<file path="src/design/adi_pkg.sv">
// Shared types, codes and fixed formats of the acceleration double integrator.
`default_nettype none

package adi_pkg;

   // Word field widths
   localparam int ACTION_W = 2;
   localparam int ACCEL_W  = 32;
   localparam int STAMP_W  = 48;
   localparam int VAL_W    = 48;

   // Configuration port
   localparam int CSR_IDX_W  = 3;
   localparam int CSR_DATA_W = 32;
   localparam int THR_W      = 31;
   localparam int LIM_W      = 16;

   // Fraction bits of velocity and displacement
   localparam int VD_FRAC = 28;

   // Shared multiplier: full operand by one chunk of the other per cycle
   localparam int MUL_OP_W    = 48;
   localparam int MUL_CHUNK_W = 16;
   localparam int MUL_CHUNKS  = MUL_OP_W / MUL_CHUNK_W;
   localparam int MUL_ACC_W   = MUL_OP_W + MUL_CHUNK_W;
   localparam int PROD_W      = 2 * MUL_OP_W;
   localparam int MUL_CNT_W   = $clog2(MUL_CHUNKS);

   // Action codes
   localparam logic [ACTION_W-1:0] ACT_CLEAR  = 2'd0;
   localparam logic [ACTION_W-1:0] ACT_ADD    = 2'd1;
   localparam logic [ACTION_W-1:0] ACT_FINISH = 2'd2;

   // Register indexes
   localparam logic [CSR_IDX_W-1:0] CSR_DISP_THR = 3'd0;
   localparam logic [CSR_IDX_W-1:0] CSR_LOG_THR  = 3'd1;
   localparam logic [CSR_IDX_W-1:0] CSR_VEL_MIN  = 3'd2;
   localparam logic [CSR_IDX_W-1:0] CSR_DISP_MIN = 3'd3;
   localparam logic [CSR_IDX_W-1:0] CSR_DISP_LIM = 3'd4;

   // Register reset values
   localparam logic [THR_W-1:0] RST_DISP_THR = 31'd25105;
   localparam logic [THR_W-1:0] RST_LOG_THR  = 31'd25105;
   localparam logic [LIM_W-1:0] RST_VEL_MIN  = 16'd15;
   localparam logic [LIM_W-1:0] RST_DISP_MIN = 16'd2;
   localparam logic [LIM_W-1:0] RST_DISP_LIM = 16'd400;

   // Saturation bounds of the 48 bit signed results
   localparam logic [VAL_W-1:0] POS_MAX = {1'b0, {(VAL_W-1){1'b1}}};
   localparam logic [VAL_W-1:0] NEG_MIN = {1'b1, {(VAL_W-1){1'b0}}};

   typedef enum logic [9:0] {
      ST_IDLE  = 10'b0000000001,
      ST_PREP  = 10'b0000000010,
      ST_DELTA = 10'b0000000100,
      ST_LOAD  = 10'b0000001000,
      ST_MUL   = 10'b0000010000,
      ST_RND   = 10'b0000100000,
      ST_SAT   = 10'b0001000000,
      ST_ACC   = 10'b0010000000,
      ST_LIMIT = 10'b0100000000,
      ST_CHECK = 10'b1000000000
   } state_type;

endpackage

`default_nettype wire

</file>
<file path="src/design/accel_double_integrator.sv">
// Top level: streaming double integrator of timestamped acceleration words.
//
//  channel  direction  handshake               payload
//  req_     in         req_valid / req_ready   action, accel, stamp
//  rsp_     out        rsp_valid / rsp_ready   velocity_display, velocity_log, displacement
//  csr_     in         csr_valid / csr_ready   index, data
//
// An add word steps through the accepting cycle, relative time, time step, two
// passes (load, multiplier forming three 48x16 partial products, round, saturate,
// accumulate) for velocity and then displacement, and the limit check.
// Clear and unknown actions are done in the accepting cycle. A finish word moves to
// a check state and waits in place while an earlier result is still unclaimed; once
// loaded, the result register lets later words in while it waits.
// Reset is synchronous; it clears the series state and restores the registers.
// csr_ready is always high.
`default_nettype none

module accel_double_integrator
   import adi_pkg::*;
#(
   parameter int TIME_FRAC_BITS = 20
)
(
   input  wire logic                         clock,
   input  wire logic                         reset,
   // input words
   input  wire logic                         req_valid,
   output logic                              req_ready,
   input  wire logic        [ACTION_W-1:0]   req_action,
   input  wire logic signed [ACCEL_W-1:0]    req_accel,
   input  wire logic        [STAMP_W-1:0]    req_stamp,
   // result words
   output logic                              rsp_valid,
   input  wire logic                         rsp_ready,
   output logic signed      [VAL_W-1:0]      rsp_velocity_display,
   output logic signed      [VAL_W-1:0]      rsp_velocity_log,
   output logic signed      [VAL_W-1:0]      rsp_displacement,
   // register writes
   input  wire logic                         csr_valid,
   output logic                              csr_ready,
   input  wire logic        [CSR_IDX_W-1:0]  csr_index,
   input  wire logic        [CSR_DATA_W-1:0] csr_data
);

   // Velocity step: the sum of two Q.8 samples is twice their mean, so the sum times
   // dt (at TIME_FRAC_BITS) reads as Q.(9+TFB), scaled to Q.28
   localparam int DV_SHIFT = TIME_FRAC_BITS + 9 - VD_FRAC;
   localparam int SUM_W    = ACCEL_W + 1;

   // ---------------------------------------------------------------------
   // Registers
   // ---------------------------------------------------------------------
   state_type                 state_ff, state_in;

   logic [THR_W-1:0]          disp_thr_ff, disp_thr_in;
   logic [THR_W-1:0]          log_thr_ff, log_thr_in;
   logic [LIM_W-1:0]          vel_min_ff, vel_min_in;
   logic [LIM_W-1:0]          disp_min_ff, disp_min_in;
   logic [LIM_W-1:0]          disp_lim_ff, disp_lim_in;

   // series state
   logic [STAMP_W-1:0]        start_ff, start_in;
   logic [STAMP_W-1:0]        prev_rel_ff, prev_rel_in;
   logic signed [ACCEL_W-1:0] prev_sample_ff, prev_sample_in;
   logic signed [VAL_W-1:0]   velocity_ff, velocity_in;
   logic signed [VAL_W-1:0]   distance_ff, distance_in;
   logic                      seen_disp_ff, seen_disp_in;
   logic                      seen_log_ff, seen_log_in;

   // working registers of one add word
   logic signed [ACCEL_W-1:0] accel_ff, accel_in;
   logic [STAMP_W-1:0]        stamp_ff, stamp_in;
   logic [STAMP_W-1:0]        rel_ff, rel_in;
   logic signed [SUM_W-1:0]   sum_ff, sum_in;
   logic [STAMP_W-1:0]        dt_mag_ff, dt_mag_in;
   logic                      dt_neg_ff, dt_neg_in;
   logic                      neg_ff, neg_in;
   logic                      pass_ff, pass_in;
   logic [VAL_W-1:0]          mag_ff, mag_in;
   logic                      over_ff, over_in;
   logic signed [VAL_W-1:0]   addend_ff, addend_in;

   // result register
   logic                      rsp_valid_ff, rsp_valid_in;
   logic signed [VAL_W-1:0]   rsp_vdisp_ff, rsp_vdisp_in;
   logic signed [VAL_W-1:0]   rsp_vlog_ff, rsp_vlog_in;
   logic signed [VAL_W-1:0]   rsp_disp_ff, rsp_disp_in;

   // ---------------------------------------------------------------------
   // Shared multiplier
   // ---------------------------------------------------------------------
   logic                      mul_start;
   logic [MUL_OP_W-1:0]       mul_a;
   logic [MUL_OP_W-1:0]       mul_b;
   logic                      mul_done;
   logic [PROD_W-1:0]         mul_product;

   adi_mul u_mul (
      .clock   (clock),
      .reset   (reset),
      .start   (mul_start),
      .op_a    (mul_a),
      .op_b    (mul_b),
      .done    (mul_done),
      .product (mul_product)
   );

   // Operand magnitudes: accel sum on the velocity pass, velocity on the displacement pass
   logic [SUM_W-1:0]          sum_mag;
   logic [VAL_W-1:0]          vel_mag;
   logic [VAL_W-1:0]          dist_mag;

   assign sum_mag  = sum_ff[SUM_W-1] ? SUM_W'(-sum_ff) : SUM_W'(sum_ff);
   assign vel_mag  = velocity_ff[VAL_W-1] ? VAL_W'(-velocity_ff) : VAL_W'(velocity_ff);
   assign dist_mag = distance_ff[VAL_W-1] ? VAL_W'(-distance_ff) : VAL_W'(distance_ff);

   assign mul_start = (state_ff == ST_LOAD);
   assign mul_a     = pass_ff ? vel_mag : MUL_OP_W'(sum_mag);
   assign mul_b     = dt_mag_ff;

   // ---------------------------------------------------------------------
   // Rounding of the product: nearest, ties away from zero (on the magnitude)
   // ---------------------------------------------------------------------
   logic [VAL_W-1:0]          rnd0_mag;
   logic                      rnd0_over;
   logic [PROD_W-1:0]         rnd1;

   generate
      if (DV_SHIFT > 0) begin : g_dv_right
         logic [PROD_W-1:0] rnd0;
         assign rnd0      = (mul_product >> DV_SHIFT) + PROD_W'(mul_product[DV_SHIFT-1]);
         assign rnd0_over = |rnd0[PROD_W-1:VAL_W];
         assign rnd0_mag  = rnd0[VAL_W-1:0];
      end else if (DV_SHIFT == 0) begin : g_dv_none
         assign rnd0_over = |mul_product[PROD_W-1:VAL_W];
         assign rnd0_mag  = mul_product[VAL_W-1:0];
      end else begin : g_dv_left
         localparam int NK = -DV_SHIFT;
         logic [PROD_W+NK-1:0] shl;
         assign shl       = {mul_product, {NK{1'b0}}};
         assign rnd0_over = |shl[PROD_W+NK-1:VAL_W];
         assign rnd0_mag  = shl[VAL_W-1:0];
      end
   endgenerate

   assign rnd1 = (mul_product >> TIME_FRAC_BITS) + PROD_W'(mul_product[TIME_FRAC_BITS-1]);

   // ---------------------------------------------------------------------
   // Datapath helpers
   // ---------------------------------------------------------------------
   logic [ACCEL_W-1:0]        accel_mag;
   logic [VAL_W-1:0]          sat_lim;
   logic [VAL_W-1:0]          sat_mag;
   logic signed [VAL_W-1:0]   acc_target;
   logic signed [VAL_W:0]     acc_sum;
   logic signed [VAL_W-1:0]   acc_result;
   logic signed [VAL_W-1:0]   lim_value;
   logic [VAL_W-1:0]          vmin_value;
   logic [VAL_W-1:0]          dmin_value;
   logic                      vel_ok;
   logic                      dist_ok;
   logic                      req_take;
   logic                      rsp_free;

   assign accel_mag  = accel_ff[ACCEL_W-1] ? ACCEL_W'(-accel_ff) : ACCEL_W'(accel_ff);

   assign sat_lim    = neg_ff ? NEG_MIN : POS_MAX;
   assign sat_mag    = (over_ff || (mag_ff > sat_lim)) ? sat_lim : mag_ff;

   assign acc_target = pass_ff ? distance_ff : velocity_ff;
   assign acc_sum    = {acc_target[VAL_W-1], acc_target} + {addend_ff[VAL_W-1], addend_ff};
   assign acc_result = (acc_sum[VAL_W] != acc_sum[VAL_W-1]) ?
                       (acc_sum[VAL_W] ? NEG_MIN : POS_MAX) : acc_sum[VAL_W-1:0];

   assign lim_value  = {{(VAL_W-LIM_W-VD_FRAC){1'b0}}, disp_lim_ff, {VD_FRAC{1'b0}}};
   assign vmin_value = {{(VAL_W-LIM_W-VD_FRAC){1'b0}}, vel_min_ff, {VD_FRAC{1'b0}}};
   assign dmin_value = {{(VAL_W-LIM_W-VD_FRAC){1'b0}}, disp_min_ff, {VD_FRAC{1'b0}}};
   assign vel_ok     = vel_mag > vmin_value;
   assign dist_ok    = dist_mag > dmin_value;

   assign req_ready  = (state_ff == ST_IDLE);
   assign req_take   = req_valid && req_ready;
   assign rsp_free   = !rsp_valid_ff || rsp_ready;

   // ---------------------------------------------------------------------
   // Sequencer and datapath
   // ---------------------------------------------------------------------
   always_comb begin
      state_in       = state_ff;
      disp_thr_in    = disp_thr_ff;
      log_thr_in     = log_thr_ff;
      vel_min_in     = vel_min_ff;
      disp_min_in    = disp_min_ff;
      disp_lim_in    = disp_lim_ff;
      start_in       = start_ff;
      prev_rel_in    = prev_rel_ff;
      prev_sample_in = prev_sample_ff;
      velocity_in    = velocity_ff;
      distance_in    = distance_ff;
      seen_disp_in   = seen_disp_ff;
      seen_log_in    = seen_log_ff;
      accel_in       = accel_ff;
      stamp_in       = stamp_ff;
      rel_in         = rel_ff;
      sum_in         = sum_ff;
      dt_mag_in      = dt_mag_ff;
      dt_neg_in      = dt_neg_ff;
      neg_in         = neg_ff;
      pass_in        = pass_ff;
      mag_in         = mag_ff;
      over_in        = over_ff;
      addend_in      = addend_ff;
      rsp_valid_in   = rsp_valid_ff;
      rsp_vdisp_in   = rsp_vdisp_ff;
      rsp_vlog_in    = rsp_vlog_ff;
      rsp_disp_in    = rsp_disp_ff;

      // drop the result once taken
      if (rsp_valid_ff && rsp_ready) begin
         rsp_valid_in = 1'b0;
      end

      // register writes
      if (csr_valid && csr_ready) begin
         case (csr_index)
            CSR_DISP_THR: disp_thr_in = csr_data[THR_W-1:0];
            CSR_LOG_THR:  log_thr_in  = csr_data[THR_W-1:0];
            CSR_VEL_MIN:  vel_min_in  = csr_data[LIM_W-1:0];
            CSR_DISP_MIN: disp_min_in = csr_data[LIM_W-1:0];
            CSR_DISP_LIM: disp_lim_in = csr_data[LIM_W-1:0];
            default: ;
         endcase
      end

      case (state_ff)
         ST_IDLE: begin
            if (req_take) begin
               accel_in = req_accel;
               stamp_in = req_stamp;
               case (req_action)
                  ACT_CLEAR: begin
                     start_in       = req_stamp;
                     prev_rel_in    = '0;
                     prev_sample_in = '0;
                     velocity_in    = '0;
                     distance_in    = '0;
                     seen_disp_in   = 1'b0;
                     seen_log_in    = 1'b0;
                  end
                  ACT_ADD:    state_in = ST_PREP;
                  ACT_FINISH: state_in = ST_CHECK;
                  default: ;
               endcase
            end
         end
         ST_PREP: begin
            // relative time wraps like a free running timer
            rel_in = stamp_ff - start_ff;
            sum_in = SUM_W'(prev_sample_ff) + SUM_W'(accel_ff);
            if (accel_mag > ACCEL_W'(disp_thr_ff)) begin
               seen_disp_in = 1'b1;
            end
            if (accel_mag > ACCEL_W'(log_thr_ff)) begin
               seen_log_in = 1'b1;
            end
            state_in = ST_DELTA;
         end
         ST_DELTA: begin
            dt_neg_in = rel_ff < prev_rel_ff;
            dt_mag_in = (rel_ff < prev_rel_ff) ? (prev_rel_ff - rel_ff) : (rel_ff - prev_rel_ff);
            pass_in   = 1'b0;
            state_in  = ST_LOAD;
         end
         ST_LOAD: begin
            // multiplier takes its operands this cycle
            neg_in   = (pass_ff ? velocity_ff[VAL_W-1] : sum_ff[SUM_W-1]) ^ dt_neg_ff;
            state_in = ST_MUL;
         end
         ST_MUL: begin
            if (mul_done) begin
               state_in = ST_RND;
            end
         end
         ST_RND: begin
            if (pass_ff) begin
               over_in = |rnd1[PROD_W-1:VAL_W];
               mag_in  = rnd1[VAL_W-1:0];
            end else begin
               over_in = rnd0_over;
               mag_in  = rnd0_mag;
            end
            state_in = ST_SAT;
         end
         ST_SAT: begin
            addend_in = neg_ff ? VAL_W'(-sat_mag) : VAL_W'(sat_mag);
            state_in  = ST_ACC;
         end
         ST_ACC: begin
            if (pass_ff) begin
               distance_in = acc_result;
               state_in    = ST_LIMIT;
            end else begin
               // advance to the displacement pass on the new velocity
               velocity_in = acc_result;
               pass_in     = 1'b1;
               state_in    = ST_LOAD;
            end
         end
         ST_LIMIT: begin
            if (distance_ff > lim_value) begin
               velocity_in = '0;
               distance_in = '0;
            end
            prev_rel_in    = rel_ff;
            prev_sample_in = accel_ff;
            state_in       = ST_IDLE;
         end
         ST_CHECK: begin
            // hold until the result register is free
            if (rsp_free) begin
               rsp_valid_in = 1'b1;
               rsp_vdisp_in = (seen_disp_ff && vel_ok && dist_ok) ? velocity_ff : '0;
               rsp_vlog_in  = seen_log_ff ? velocity_ff : '0;
               rsp_disp_in  = distance_ff;
               state_in     = ST_IDLE;
            end
         end
         default: state_in = ST_IDLE;
      endcase
   end

   always_ff @(posedge clock) begin
      if (reset) begin
         state_ff       <= ST_IDLE;
         disp_thr_ff    <= RST_DISP_THR;
         log_thr_ff     <= RST_LOG_THR;
         vel_min_ff     <= RST_VEL_MIN;
         disp_min_ff    <= RST_DISP_MIN;
         disp_lim_ff    <= RST_DISP_LIM;
         start_ff       <= '0;
         prev_rel_ff    <= '0;
         prev_sample_ff <= '0;
         velocity_ff    <= '0;
         distance_ff    <= '0;
         seen_disp_ff   <= 1'b0;
         seen_log_ff    <= 1'b0;
         pass_ff        <= 1'b0;
         rsp_valid_ff   <= 1'b0;
      end else begin
         state_ff       <= state_in;
         disp_thr_ff    <= disp_thr_in;
         log_thr_ff     <= log_thr_in;
         vel_min_ff     <= vel_min_in;
         disp_min_ff    <= disp_min_in;
         disp_lim_ff    <= disp_lim_in;
         start_ff       <= start_in;
         prev_rel_ff    <= prev_rel_in;
         prev_sample_ff <= prev_sample_in;
         velocity_ff    <= velocity_in;
         distance_ff    <= distance_in;
         seen_disp_ff   <= seen_disp_in;
         seen_log_ff    <= seen_log_in;
         pass_ff        <= pass_in;
         rsp_valid_ff   <= rsp_valid_in;
      end
      accel_ff     <= accel_in;
      stamp_ff     <= stamp_in;
      rel_ff       <= rel_in;
      sum_ff       <= sum_in;
      dt_mag_ff    <= dt_mag_in;
      dt_neg_ff    <= dt_neg_in;
      neg_ff       <= neg_in;
      mag_ff       <= mag_in;
      over_ff      <= over_in;
      addend_ff    <= addend_in;
      rsp_vdisp_ff <= rsp_vdisp_in;
      rsp_vlog_ff  <= rsp_vlog_in;
      rsp_disp_ff  <= rsp_disp_in;
   end

   assign csr_ready            = 1'b1;
   assign rsp_valid            = rsp_valid_ff;
   assign rsp_velocity_display = rsp_vdisp_ff;
   assign rsp_velocity_log     = rsp_vlog_ff;
   assign rsp_displacement     = rsp_disp_ff;

endmodule

`default_nettype wire

</file>
<file path="src/design/adi_mul.sv">
// Chunk-serial unsigned multiplier, 48 by 48 bits.
`default_nettype none

module adi_mul
   import adi_pkg::*;
(
   input  wire logic                clock,
   input  wire logic                reset,
   input  wire logic                start,
   input  wire logic [MUL_OP_W-1:0] op_a,
   input  wire logic [MUL_OP_W-1:0] op_b,
   output logic                     done,
   output logic [PROD_W-1:0]        product
);

   localparam logic [MUL_CNT_W-1:0] LAST = MUL_CNT_W'(MUL_CHUNKS - 1);

   logic                  run_ff, run_in;
   logic                  done_ff, done_in;
   logic [MUL_CNT_W-1:0]  cnt_ff, cnt_in;
   logic [MUL_OP_W-1:0]   a_ff, a_in;
   logic [MUL_OP_W-1:0]   b_ff, b_in;
   logic [MUL_ACC_W-1:0]  acc_ff, acc_in;
   logic [MUL_OP_W-1:0]   lo_ff, lo_in;
   logic [MUL_ACC_W-1:0]  partial;
   logic [MUL_ACC_W-1:0]  step_sum;

   // One partial product per cycle, low chunk of b first
   assign partial  = a_ff * b_ff[MUL_CHUNK_W-1:0];
   assign step_sum = {{MUL_CHUNK_W{1'b0}}, acc_ff[MUL_ACC_W-1:MUL_CHUNK_W]} + partial;

   always_comb begin
      run_in  = run_ff;
      done_in = done_ff;
      cnt_in  = cnt_ff;
      a_in    = a_ff;
      b_in    = b_ff;
      acc_in  = acc_ff;
      lo_in   = lo_ff;
      if (start) begin
         run_in  = 1'b1;
         done_in = 1'b0;
         cnt_in  = '0;
         a_in    = op_a;
         b_in    = op_b;
         acc_in  = '0;
      end else if (run_ff) begin
         acc_in = step_sum;
         lo_in  = {step_sum[MUL_CHUNK_W-1:0], lo_ff[MUL_OP_W-1:MUL_CHUNK_W]};
         b_in   = {{MUL_CHUNK_W{1'b0}}, b_ff[MUL_OP_W-1:MUL_CHUNK_W]};
         cnt_in = cnt_ff + 1'b1;
         if (cnt_ff == LAST) begin
            run_in  = 1'b0;
            done_in = 1'b1;
         end
      end
   end

   always_ff @(posedge clock) begin
      if (reset) begin
         run_ff  <= 1'b0;
         done_ff <= 1'b0;
         cnt_ff  <= '0;
      end else begin
         run_ff  <= run_in;
         done_ff <= done_in;
         cnt_ff  <= cnt_in;
      end
      a_ff   <= a_in;
      b_ff   <= b_in;
      acc_ff <= acc_in;
      lo_ff  <= lo_in;
   end

   assign done    = done_ff;
   assign product = {acc_ff[MUL_ACC_W-1:MUL_CHUNK_W], lo_ff};

endmodule

`default_nettype wire
</file>
<file path="config.mk">
export PLATFORM = sky130hd
export DESIGN_NAME = accel_double_integrator
export DESIGN_NICKNAME = d
export VERILOG_FILES = /design/src/design/adi_pkg.sv /design/src/design/accel_double_integrator.sv /design/src/design/adi_mul.sv
export SDC_FILE = /design/constraint.sdc
export NUM_CORES = 2
export LEC_CHECK = 0
export BUFFER_PORTS_ARGS = -buffer_cell sky130_fd_sc_hd__buf_2
export CAP_MARGIN = 5
export CORE_ASPECT_RATIO = 1.75
export CORE_MARGIN = 8
export CORE_UTILIZATION = 30
export DETAILED_ROUTE_END_ITERATION = 16
export PLACE_DENSITY = 0.52
export SYNTH_ARGS = -nofsm -noshare
export SYNTH_HDL_FRONTEND = slang
export SYNTH_SLANG_ARGS = --single-unit
</file>
<file path="constraint.sdc">
create_clock -name clock -period 9.2 [get_ports clock]
set_clock_uncertainty 0.05 [all_clocks]
set_input_delay 0.46 -clock clock [delete_from_list [all_inputs] [get_ports clock]]
set_output_delay 0.46 -clock clock [all_outputs]
set_load 0.02 [all_outputs]
</file>
==> run metrics <==
status finished, final reports clean; CP Class reg -> reg; worst r2r src u_mul.b_ff[14]; DRT Wirelength 290000 um; min-delay src csr_data[6]; synth warn 0; Post-Syn Nets between 10k and 15k; Internal Power 9.28 mW; Critical Path RT 9.78 ns; GRT Overall Usage 0.188; Rel. slew slack 0.125; Unique masters post-synth 94; power share of the sequential group 0.355; FF-to-FF setup slack between 0.8 and 0.9 ns; FF+latch area 25900 sq um; min Tclk post-route roughly 8.3 ns; most numerous cell in the Yosys netlist nand2_1; Post-DP HPWL 231000 um; clk_lat worst skew about 0.75 ns; most frequent cells after synthesis nand2_1, inv_1, fa_1; critical path's slowest cell edfxtp_1; footprint of the multi-input gates 52600 sq um; Final TNS setup 0 ns; clk sink count 996; Residual DRC 0; fillcell total 29.2k; setup violators final 0; Area after DPL 90300 sq um; vias in the first global route roughly 73k; post-synth top area share 0.211; cell mode on critical path fa_1; Net Sw Frac 0.376; router iterations before antenna repair 9; Layout Nets 11.0k; vias per cell 5.07; Area contributors post-synth edfxtp_1, fa_1, dfxtp_1; initial antenna violation count 7; Layout area overhead 11.5%; Worst Hold End disp_thr_ff[6]; Post-synth EDFFs between 500 and 600; Worst Setup End Kind flip-flop; Seq cells post-synth 996; total grt overflow 0; CTS Root Cell clkbuf_16; Worst-Margin Slew 1.31 ns; Worst-path clk slew 0.07 ns; CP cell instances nand2_1 > fa_1 > fa_1 > inv_1 > fa_1 > fa_1 > fa_1 > inv_1 > fa_1 > inv_1 > ha_1 > a21oi_1 > o21ai_0 > a221oi_1 > buf_4 > and3b_1 > nor4b_1 > o21ai_0 > a2111oi_0 > nor3_1 > nor4_1 > a211o_1; Design Area, Final roughly 95000 sq um; Final period util 0.903; worst r2r dst u_mul.acc_ff[56]; final hold violation count 0; drt wl/cell 21.5 um; crit-path max FO 26; WP buf/inv 4; crit-path leading delay family adder cells; PD cells 157 nW/um^2; IO Count 269; Clock power frac 0.281; max-cap viol count 0; via count 68.3k; RSZ-0062 raised after global routing no; Mapped Avg Cell Area 8.93 sq um; HP Class in -> reg; initial drt markers approximately 3.8k; Psw 5.60 mW; async set-reset flop share out of synthesis 0; Setup crit start kind flip-flop; num rows 258; Peak VDD IR 0.000184 V; GPL Wtd Cong roughly 0.96; Die ar. between 300000 and 400000 sq um; largest net degree at the start of global routing between 80 and 90; cts bufs inserted 93; Post-CTS Setup Bufs 0; Core ar. ~280000 sq um; share of cells above drive strength 1 0.0762; synthesized cell area 84800 sq um; Die X approximately 420 um; Die Height 719 um; sequential-to-total area share from yosys stat 0.305; max incr delay on CP 1.22 ns; logic gate share of total power 0.364; Longest Clk Path Bufs 3; dpl cells 13.2k; Syn Inst Count 9495; cell taking the most area after synthesis edfxtp_1; Slew Limit Fails 0; htree depth 3; R2R depth 22; post-route ant nets 0; Fmax around 0.12 GHz; Starting Density 0.301; Post-Layout Cell Count 13.5k; hold depth 3; IO buf count 266; WP data arrival 8.89 ns; LEAKAGE 39.5 nW; ys flop type edfxtp_1; first-pass GRT wire length between 400000 and 500000 um; CTS tree built
==> stage by stage <==
step	worst slack, ns	total power, mW	utilization	hold WS [ns]
3_5_place_dp	0.841	10.7	0.320	0.395
6_report	0.894	14.9	0.336	0.0451
5_1_grt	0.415	15.7	0.336	0.0180
4_1_cts	0.758	15.0	0.335	0.00278
2_1_floorplan	1.07	8.97	-	0.353
3_3_place_gp	0.879	10.7	0.320	0.389
==> state kept, by name, indices dropped and copies added (netlist names), 33 cells and up <==
register,count
rel_ff,48
prev_rel_ff,48
rsp_velocity_log,48
u_mul.a_ff,48
u_mul.b_ff,48
rsp_velocity_display,48
start_ff,48
u_mul.acc_ff,48
distance_ff,48
mag_ff,48
rsp_displacement,48
velocity_ff,48
dt_mag_ff,48
u_mul.lo_ff,48
sum_ff,33
stamp_ff,48
addend_ff,48
==> worst max-delay path by stage <==
stage / slack (ns) / from / to / depth (start not counted)
3_5_place_dp: 0.84 / u_mul.b_ff[13] / u_mul.acc_ff[56] / 22
2_1_floorplan: 1.07 / state_ff[0] / rsp_displacement[0] / 4
6_report: 0.89 / u_mul.b_ff[14] / u_mul.acc_ff[56] / 22
3_3_place_gp: 0.88 / u_mul.b_ff[13] / u_mul.acc_ff[56] / 22
4_1_cts: 0.76 / u_mul.b_ff[13] / u_mul.acc_ff[56] / 22
5_1_grt: 0.41 / u_mul.b_ff[14] / u_mul.acc_ff[56] / 22
==> worst register-to-register path, stage by stage, from the launching register on <==
cell and delay (ns):
edfxtp_1 1.22, nand2_1 0.24, fa_1 0.55, fa_1 0.56, inv_1 0.06, fa_1 0.52
fa_1 0.54, fa_1 0.56, inv_1 0.06, fa_1 0.54, inv_1 0.04, ha_1 0.36
a21oi_1 0.10, o21ai_0 0.30, a221oi_1 0.15, buf_4 0.17, and3b_1 0.21, nor4b_1 0.42
o21ai_0 0.26, a2111oi_0 0.66, nor3_1 0.23, nor4_1 0.32, a211o_1 0.15
==> power groups by stage <==
stage / combinational, mW / sequential [mW] / clock, mW
after floorplan: 3.74 / 5.24 / 0
after global placement: 5.35 / 5.37 / 0
after detailed placement: 5.37 / 5.37 / 0
after CTS: 5.45 / 5.27 / 4.30
after global routing: 6.00 / 5.29 / 4.43
final: 5.42 / 5.28 / 4.19
==> repair_timing <==
item                      CTS  global route
hold buffers              102             0
hold endpoints to repair  171             0
resized for setup           0             0
==> layout by cell type (no fill, tap or decap), types with 40 or more instances in the layout <==
| cell type | instances |
|---|---|
| mux2i_1 | 51 |
| buf_2 | 265 |
| xnor2_1 | 326 |
| dfxtp_1 | 396 |
| clkbuf_16 | 95 |
| and2_1 | 367 |
| nor3_1 | 152 |
| nand4_1 | 128 |
| or3_1 | 56 |
| ha_1 | 529 |
| a31oi_1 | 60 |
| and2_4 | 40 |
| nor4_1 | 63 |
| fa_1 | 695 |
| o31ai_1 | 57 |
| inv_1 | 1216 |
| a21oi_1 | 644 |
| edfxtp_1 | 596 |
| o21bai_1 | 50 |
| o2bb2ai_1 | 95 |
| nand2_1 | 1366 |
| nand3_1 | 246 |
| a21o_1 | 211 |
| nand2b_1 | 74 |
| nor2b_1 | 57 |
| buf_4 | 145 |
| o21ai_0 | 379 |
| dlygate4sd3_1 | 102 |
| and3_1 | 65 |
| nor2_1 | 413 |
| xor2_1 | 138 |
| mux2_2 | 58 |
| o21a_1 | 45 |
==> layout make-up <==
cell class / instances / area share
inverters: 1222 / 0.0485
flip-flops and latches: 996 / 0.274
clock buffers: 115 / 0.0265
diodes: 3 / 0.0000794
well taps: 3770 / 0.0499
repair buffers: 517 / 0.0374
clock inverters: 58 / 0.00792
multi-input cells: 6804 / 0.556
==> routing by layer <==
| metal | vias up | track usage | wire, um |
|---|---|---|---|
| li1 | 32100 | - | - |
| met3 | 672 | 0.0157 | 8920 |
| met2 | 1755 | 0.369 | 158000 |
| met5 | - | 0 | 0 |
| met4 | 0 | 0.107 | 19500 |
| met1 | 33800 | 0.193 | 103000 |
==> cells by family after synthesis <==
kind of cell / Yosys count / share of synthesized area
xor+xnor: 465 / 0.0480
other cells: 1 / 0.0000442
simple gates: 3176 / 0.180
mux: 109 / 0.0137
fa+ha+maj: 1224 / 0.242
compound gates: 1829 / 0.135
buf+inv: 1695 / 0.0756
flops: 996 / 0.305
Power figures use the tool's default switching activity.
